### src/rsfl_pkg.sv
// package for the record slot free list: sizes, codes and control structs
// no dependencies
`timescale 1ns / 1ps
`default_nettype none

package rsfl_pkg;

	// store geometry
	localparam int SLOTS       = 64;
	localparam int RECORD_BITS = 64;

	// fixed field widths
	localparam int SLOT_W = 6;
	localparam int DATA_W = 64;
	localparam int LINK_W = 7;
	localparam int CMP_W  = 7;

	// derived widths
	localparam int IDX_W = $clog2(SLOTS);
	localparam int CNT_W = $clog2(SLOTS + 1);

	// free list empty marker
	localparam logic [LINK_W-1:0] NO_FREE = 7'h7f;

	typedef enum logic [1:0] {
		KIND_ADD    = 2'd0,
		KIND_DELETE = 2'd1,
		KIND_READ   = 2'd2,
		KIND_SCAN   = 2'd3
	} kind_t;

	typedef enum logic [2:0] {
		ST_OK        = 3'd0,
		ST_FULL      = 3'd1,
		ST_NOT_LIVE  = 3'd2,
		ST_BEYOND    = 3'd3,
		ST_NONE_LIVE = 3'd4
	} status_t;

	// commands from controller to datapath
	typedef struct packed {
		logic accept;
		logic load_result;
		logic scan_read;
		logic scan_step;
		logic scan_emit;
	} ctrl_cmd_t;

	// status from datapath to controller
	typedef struct packed {
		logic out_free;
		logic scan_go;
		logic cur_live;
		logic more_live;
		logic idx_last;
	} dp_stat_t;

endpackage

`default_nettype wire

### src/rsfl_ctrl.sv
// controller: sequences accept, result load and the live record scan
// depends on rsfl_pkg
`timescale 1ns / 1ps
`default_nettype none

module rsfl_ctrl (
	input  wire logic                clk,
	input  wire logic                arst_n,
	input  wire logic                req_valid,
	output logic                     req_ready,
	input  wire rsfl_pkg::dp_stat_t  stat,
	output rsfl_pkg::ctrl_cmd_t      cmd
);
	import rsfl_pkg::*;

	typedef enum logic [1:0] {
		S_IDLE,
		S_RESP,
		S_SCAN_LOOK,
		S_SCAN_EMIT
	} state_t;

	state_t state_q;

	// commands decoded from state and datapath status
	always_comb begin
		cmd       = '0;
		req_ready = (state_q == S_IDLE);
		unique case (state_q)
			S_IDLE: begin
				cmd.accept = req_valid;
			end
			S_RESP: begin
				cmd.load_result = stat.out_free;
			end
			S_SCAN_LOOK: begin
				if (stat.cur_live) begin
					cmd.scan_read = 1'b1;
				end else if (!stat.idx_last) begin
					cmd.scan_step = 1'b1;
				end
			end
			S_SCAN_EMIT: begin
				if (stat.out_free) begin
					cmd.scan_emit = 1'b1;
					cmd.scan_step = stat.more_live;
				end
			end
			default: begin
				cmd = '0;
			end
		endcase
	end

	// state register
	always_ff @(posedge clk or negedge arst_n) begin
		if (!arst_n) begin
			state_q <= S_IDLE;
		end else begin
			unique case (state_q)
				S_IDLE: begin
					if (req_valid) begin
						state_q <= stat.scan_go ? S_SCAN_LOOK : S_RESP;
					end
				end
				S_RESP: begin
					if (stat.out_free) begin
						state_q <= S_IDLE;
					end
				end
				S_SCAN_LOOK: begin
					if (stat.cur_live) begin
						state_q <= S_SCAN_EMIT;
					end else if (stat.idx_last) begin
						state_q <= S_IDLE;
					end
				end
				S_SCAN_EMIT: begin
					if (stat.out_free) begin
						state_q <= stat.more_live ? S_SCAN_LOOK : S_IDLE;
					end
				end
				default: begin
					state_q <= S_IDLE;
				end
			endcase
		end
	end
endmodule

`default_nettype wire

### config.mk
export PLATFORM = sky130hd
export DESIGN_NAME = rsfl_ctrl
export DESIGN_NICKNAME = d
export VERILOG_FILES = /design/src/rsfl_pkg.sv /design/src/rsfl_ctrl.sv
export SDC_FILE = /design/constraint.sdc
export NUM_CORES = 1
export LEC_CHECK = 0
export ABC_AREA = 1
export BUFFER_PORTS_ARGS = -buffer_cell sky130_fd_sc_hd__buf_2
export CORE_AREA = 2 2 39 41
export CTS_BUF_LIST = sky130_fd_sc_hd__clkbuf_4 sky130_fd_sc_hd__clkbuf_8
export CTS_CLUSTER_SIZE = 20
export DETAILED_ROUTE_END_ITERATION = 10
export DIE_AREA = 0 0 41 43
export SYNTH_ARGS = -nofsm -noshare
export SYNTH_HDL_FRONTEND = slang
export SYNTH_SLANG_ARGS = --single-unit
### constraint.sdc
create_clock -name clk -period 0.9 [get_ports clk]
set_input_delay 0 -clock clk [delete_from_list [all_inputs] [get_ports clk]]
set_output_delay 0 -clock clk [all_outputs]
set_load 0.005 [all_outputs]
Word level (Yosys, flattened, before mapping)
Cells that the tools add are included.
{ "op_classes": {"mux": 17, "reduce_logical": 2, "eq_ne": 7} }
{ "ops": {"columns": ["op", "count"], "rows": [
  ["2-bit two-way mux", 8],
  ["2-bit one-hot mux with 4 select lines", 1],
  ["1-bit two-way mux", 7],
  ["2-bit != test, second input constant", 3],
  ["2-bit == test, second input constant", 2],
  ["4-bit AND reduction", 1],
  ["3-bit != test, second input constant", 1],
  ["2-bit by 1-bit == test with 1-bit output, second input constant", 1],
  ["2-bit logical NOT", 1],
  ["1-bit one-hot mux with 2 select lines", 1]
]} }
{ "totals": {"out_inout_bits": 6, "in_bits": 8, "reg_bits": 2} }

Depth between registers and ports, before layout
Gate-level depths: netlist (run 1).
{ "logic_depth": {"ltp_word": 3, "mapped_depth": 7, "ltp_nobuf": 6} }

Worst setup path after synthesis (run 1)
OpenSTA, ideal clock, no wires.
{ "synth_path": {"path_type": "register to register", "start": "register state_q[0]", "end": "register state_q[1]", "arrival_ns": 0.820, "period_less_slack_ns": 0.937, "n_path_buf": 0, "required_ns": 0.783, "setup_time_ns": 0.117, "slack_ns": -0.037, "stages_incl_launch_ff": 7, "cell_sequence": "dfrtp_1 > inv_2 > nand2_1 > nor2_1 > nor2_2 > nand3_1 > nand2_1"} }
{ "synth_between": {"elab_chain_len": 3, "word_cells_on_any_way": 10, "cone_classes": "eq/ne: 7; mux: 1; reduce/logical: 2"} }
{ "synth_rtl": {"columns": ["item", "line", "text"], "rows": [
  ["start: declaration", "rsfl_ctrl.sv:23", "state_t state_q;"],
  ["start signal: assignment", "rsfl_ctrl.sv:63", "state_q <= stat.scan_go ? S_SCAN_LOOK : S_RESP;"],
  ["start signal: assignment", "rsfl_ctrl.sv:80", "state_q <= stat.more_live ? S_SCAN_LOOK : S_IDLE;"],
  ["2-bit == test (tied with other cells)", "rsfl_ctrl.sv:60", "unique case (state_q)"],
  ["3-bit != test (no source line) / 2-bit != test (equally long branches)", null, null],
  ["4-bit AND reduction (no source line)", null, null]
]} }
Parallel ways exist; a longest one is shown, timed or not.
A chain may end at the register's enable or synchronous reset.

Final worst setup path (run 1)
{ "layout_path": {"start": "register state_q[0]", "end": "output port req_ready"} }
{ "layout_between": {"elab_chain_len": 1} }
{ "layout_rtl": {"columns": ["item", "line", "text"], "rows": [
  ["2-bit logical NOT", "rsfl_ctrl.sv:28", "req_ready = (state_q == S_IDLE);"],
  ["end: declaration", "rsfl_ctrl.sv:10", "output logic req_ready,"]
]} }
No other way between the ends.

==> results by group, run 1 <==
Outcome
  • Status: finished, violations left
  • Violated checks: negative setup slack

Die
  • Core area: 1380 um2
  • Die Span X: 41 um
  • Die height: 43 um
  • Rows: 14
  • Initial core utilization: between 10% and 20%
  • Die Area: 1760 um2
  • # IOs: 14

Setup path
  • CP endpoint kind: output port
  • WS Path Type: flip-flop to output port
  • CP Max Fanout: 3
  • Startpoint types: flip-flop
  • Reg2Reg Setup Slack: -110 ps
  • WP data arrival: 1110 ps
  • Crit path required time: 900 ps
  • Cells on worst reg2reg path: 4
  • Crit Reg-Reg Endpoint: state_q[0]
  • FF-to-FF Start: state_q[0]

Yosys
  • Syn_area_per_cell: between 5 and 6 um2
  • Yosys top cell area share: 23.3%
  • Syn nets: 44
  • Post-synth cell types: 12
  • Ys async rst share: 100%
  • Dominant cell type by area after synthesis: dfrtp_1
  • Ys flop type: dfrtp_1
  • Post-synthesis sequential area ratio: 23.3%
  • FF+latch count, synth: 2
  • Post-synth top cells: nand2_1, nand3_1, inv_1, nor2_1, nor2_2
  • EDFF count, synth: 0
  • Syn Inst Count: 36
  • Post-Syn Area: 215 um2
  • Synth area leaders: dfrtp_1, nand3_1, nand2_1
  • Most common cell in the netlist: nand2_1
  • Synthesis Warnings: 0

Global route
  • First-pass GRT wire length: about 950 um
  • GRT Total Usage: 8.43%
  • Vias in the first global route: roughly 260
  • Initial antenna violation count: 0
  • Total grt overflow: 0
  • Pin count of the biggest net entering global routing: 9

Route
  • Routed wire length: 599 um
  • DR iter-0 viols: 2
  • Post-route ant nets: 0
  • DR vias/cell: 3.96
  • DR WL/cell: roughly 8.2 um
  • DRC viols: 0
  • Drt first pass iters: 4
  • Via count: between 200 and 300

Layout
  • Fillers: 158
  • Fin util: between 20% and 30%
  • Syn-to-layout area delta: 79.1%
  • Layout cells sized above 1: 56.1%
  • Largest register by flop count: state_q
  • N_diodes: 0
  • Multi-input logic area: 143 um2
  • Final nets: 67
  • Max reg flops: 2
  • Biggest regs: state_q x2
  • FF/Latch Area: just over 50 um2

Placed design
  • Dpl hpwl: 461 um
  • GPL Wtd Cong: 0.795
  • I/O Buffers: 13

Timing
  • Worst relative slew slack: 88.1%
  • Fin crit share: 123%
  • RSZ-0062 raised after global routing: yes
  • Slew @ Worst Pin: 179 ps
  • Min cycle time layout: 1110 ps
  • Setup violators final: 8
  • Hold Vio Cnt, Final: 0
  • Pins Over Slew Limit: 0
  • Post-Route Skew: ~1.2 ps
  • Fin worst setup slack: -209 ps
  • Achievable clock frequency: 901 MHz

Power and ir drop
  • Leakage: between 0.2 and 0.25 nW
  • Pwr per Cell Area: 2840 nW/um2
  • Worst VDD drop: 0.000780 V
  • Tot Pwr: between 1 and 1.5 mW

Run
  • Max-Cap Viols: 0

CTS
  • Clock Sinks: 2
  • Num CTS Buffers: 3
  • Worst-Skew Late Latency: 220 ps
  • Clock root cell: clkbuf_4
  • Clk pin slew, worst setup/hold paths: 30 ps
  • CTS tree: yes
  • CTS max path bufs: 2
  • H-tree depth: 1

Worst hold path
  • Hold crit path type: primary input to async pin
power breakdown:
part           switching [mW]  internal, mW  total, mW  leakage [nW]
Combinational           0.329         0.368      0.697         0.187
Sequential             0.0721         0.136      0.209        0.0240
Clock                  0.0438         0.146      0.190        0.0138
Total                   0.445         0.651       1.10         0.225
metrics by stage:
step / setup TNS (ps) / instances / setup slack (ps) / instance area [um2] / hold slack (ps)
3_3_place_gp: -331 / 67 / -98.8 / 314 / -213
3_5_place_dp: -351 / 67 / -97.5 / 314 / -213
6_report: -1160 / 73 / -209 / 385 / 93.0
5_1_grt: -1720 / 73 / -266 / 385 / 98.8
2_1_floorplan: -36.0 / 36 / -22.0 / 218 / -296
4_1_cts: -1170 / 72 / -214 / 373 / 91.5
worst max path at each step:
| stage | end | from | slack [ps] | depth (start not counted) |
|---|---|---|---|---|
| floorplan | state_q[1] | state_q[1] | -20 | 7 |
| global placement | state_q[1] | state_q[1] | -100 | 5 |
| detailed placement | state_q[1] | state_q[0] | -100 | 6 |
| CTS | req_ready | state_q[0] | -210 | 4 |
| global route | req_ready | state_q[0] | -270 | 4 |
| finish | req_ready | state_q[0] | -210 | 4 |
critical path, cell delays in order (launching register included):
cell and delay [ps]:
dfrtp_1 390, buf_4 150, nor2_2 140, buf_4 120, buf_2 100
logic make-up (layout without fill, tap and decap cells):
| logic type | after synthesis | count (layout) | share of synthesized area (%) |
|---|---|---|---|
| and+or+nand+nor | 24 | 24 | 53.5 |
| AOI/OAI and AO/OA | 2 | 2 | 5.81 |
| DFF | 2 | 2 | 23.3 |
| buffers and inverters | 8 | 29 | 17.4 |
routing by layer:
layer | up-vias | share of wire (%) | GRT usage, %
met2 | 7 | 52 | 13.1
met5 | - | 0 | 0
met3 | 0 | 8.0 | 4.71
met1 | 130 | 39 | 7.72
met4 | 0 | 0 | 6.00
li1 | 152 | - | -
repair_timing:
item / in CTS / in global routing
gates cloned: 0 / 0
hold buffers: 1 / 0
setup endpoints to repair: 8 / 8
gates resized for setup: 6 / 2
pin swaps: 1 / 3
endpoints found under the hold margin: 2 / 0
setup buffers: 1 / 1
placed cells by master (no fill, tap or decap):
cell type      instances
buf_2                 13
buf_4                  3
buf_6                  2
clkbuf_4               3
dfrtp_1                1
dfrtp_2                1
dlygate4sd3_1          1
inv_1                  5
inv_2                  1
inv_4                  1
nand2_1                8
nand2_4                1
nand3_1                6
nor2_1                 2
nor2_2                 5
nor3_2                 2
o21a_1                 1
o21ai_1                1
layout make-up:
cell class / count / area share (%)
multi-input cells: 26 / 37.0
repair buffers: 19 / 31.2
flip-flops and latches: 2 / 13.3
inverters: 7 / 7.47
clock buffers: 3 / 5.84
well taps: 16 / 5.19
Power figures use the tool's default switching activity.
==> run 2: changes to the inputs <==
==> constraint.sdc (replaced) <==
create_clock -name clk -period 0.9 [get_ports clk]
set_input_delay 0.18 -clock clk [delete_from_list [all_inputs] [get_ports clk]]
set_output_delay 0.18 -clock clk [all_outputs]
set_load 0.005 [all_outputs]
==> run 2 against run 1 <==
Effect of this change: the flow still finishes with violations (negative setup slack); non-clock buffer count is 1 higher; combinational power up 15%; largest power group unchanged; final area is 17% higher; global-route usage shrank 0.80 points; sequential cell count stayed put; highest routed layer is now met4; fmax is 12% lower; clock skew is 0.82 ps lower; sequential share of layout area shrank 1.6 points; clock power up 10%; clock-buffer cell count stayed put; critical path depth down 1.
==> results by group, run 2 (synthesized netlist as in run 1, its figures left out) <==
Route
  • Met3 wire length: 58 um
  • Drt first pass iters: 2
  • Met1 Wirelength: 246 um
  • DR WL/cell: 9.70 um
  • Uppermost layer routed: met4
  • Post-route ant nets: 0
  • Via count: ~310
  • DR vias/cell: about 4.2
  • DRC viols: 0
  • Met2 WL: about 400 um
  • DR iter-0 viols: 5
  • Routed wire length: 718 um

Layout
  • Most frequent cells in the layout: buf_2, nand2_1, buf_6
  • Max reg flops: 2
  • Syn-to-layout area delta: 109%
  • Biggest regs: state_q x2
  • Final nets: between 60 and 70
  • Fin util: about a third
  • Commonest non-fill, non-tap cell in the layout: buf_2
  • N_diodes: 0
  • Layout cells sized above 1: between 60% and 70%
  • Layout Cells excl Fill: 74
  • Largest register by flop count: state_q

Die
  • Initial core utilization: 15.6%
  • Die Area: around 1800 um2
  • Die Span X: 41 um
  • Die height: 43 um
  • # IOs: 14
  • Rows: 14
  • Core area: 1380 um2

Global route
  • Initial antenna violation count: 0
  • Total grt overflow: 0
  • Vias in the first global route: ~240
  • First-pass GRT wire length: 841 um
  • Pin count of the biggest net entering global routing: 9
  • GRT Total Usage: 7.63%

Timing
  • Fin worst setup slack: -358 ps
  • Min cycle time layout: 1260 ps
  • Worst relative slew slack: between 80% and 90%
  • Pins Over Slew Limit: 0
  • Fin crit share: 140%
  • Post-Route Skew: just over 0.4 ps
  • Slew @ Worst Pin: 222 ps
  • Setup violators final: 8
  • RSZ-0062 raised after global routing: yes
  • Hold Vio Cnt, Final: 0
  • Achievable clock frequency: 795 MHz

CTS
  • CTS tree: yes
  • Clock Sinks: 2
  • Clock root cell: clkbuf_4
  • Worst-Skew Late Latency: approximately 230 ps
  • CTS max path bufs: 2
  • H-tree depth: 1
  • Clk pin slew, worst setup/hold paths: 30 ps
  • Num CTS Buffers: 3

Placed design
  • I/O Buffers: 13
  • GPL Wtd Cong: a little over 0.7
  • Dpl hpwl: 456 um
  • Inst Count DP: 65
  • Dpl ws: -218 ps

Worst hold path
  • Hold crit path type: primary input to async pin

Setup path
  • CP max stage delay: 480 ps
  • WS Path Type: flip-flop to output port
  • CP delay by family, top: flip-flops
  • Crit path required time: 720 ps
  • CP endpoint kind: output port
  • WP data arrival: between 1000 and 1500 ps
  • Bufs and invs on worst path: 1
  • Max stage delay cell, worst path: dfrtp_2
  • Startpoint types: flip-flop
  • Crit path cell chain: nand3_2 -> o21ai_2 -> buf_2
  • CP Max Fanout: 8

Power and ir drop
  • Worst VDD drop: approximately 0.00070 V
  • Leakage: about 0.24 nW
  • Pwr per Cell Area: 2800 nW/um2
  • Tot Pwr: about 1.3 mW

Outcome
  • Status: finished, violations left
  • Violated checks: negative setup slack

Run
  • Max-Cap Viols: 0
==> run 2: changes by cell type in the layout (fill, tap and decap cells not counted), sizes merged <==
cell and change:
buf +1, clkinv +1, inv -1
==> run 2: layout make-up <==
cell class / instances / area [um2]
Multi-Input combinational cell: 26 / 176
Sequential cell: 2 / 52.6
Fill cell: 164 / 935
Inverter: 7 / 33.8
Tap cell: 16 / 20.0
Clock buffer: 3 / 22.5
Timing Repair Buffer: 20 / 144
==> run 2: final timing paths <==
| path | start | to | slack, ps | depth (start not counted) |
|---|---|---|---|---|
| setup / recovery | state_q[1] | cmd[1] | -360 | 3 |
| hold / removal | arst_n | state_q[0] | 260 | 2 |
| setup reg to reg | state_q[1] | state_q[0] | -230 | 5 |
| hold reg to reg | state_q[1] | state_q[1] | 660 | 2 |
| max in group asynchronous | arst_n | state_q[1] | 530 | 2 |
| min in group clk | stat[3] | state_q[0] | 290 | 3 |
==> run 2: layer usage <==
| metal | vias up | GRT usage, % |
|---|---|---|
| met1 | 143 | 6.43 |
| met5 | - | 0 |
| met4 | 0 | 6.00 |
| li1 | 158 | - |
| met3 | 2 | 5.76 |
| met2 | 10 | 11.3 |
==> run 2: power by group <==
part / switching (mW) / internal, mW
combinational: 0.372 / 0.427
clock: 0.0612 / 0.148
sequential: 0.109 / 0.140
==> run 2: what timing repair did <==
| action | 4_1_cts | 5_1_grt |
|---|---|---|
| endpoints found under the setup margin | 8 | 8 |
| setup buffers | 0 | 5 |
| hold endpoints to repair | 2 | 0 |
| hold buffers | 1 | 0 |
| resized for setup | 3 | 18 |
| pin swaps | 0 | 8 |
==> run 2: stage by stage <==
| step | TNS [ps] | cell area [um2] | hold slack [ps] |
|---|---|---|---|
| finish | -2450 | 449 | 263 |
| global route | -2770 | 449 | 294 |
| CTS | -2230 | 338 | 269 |
| detailed placement | -946 | 299 | -32.3 |
| global placement | -921 | 299 | -33.1 |
| floorplan | -36.0 | 218 | -116 |
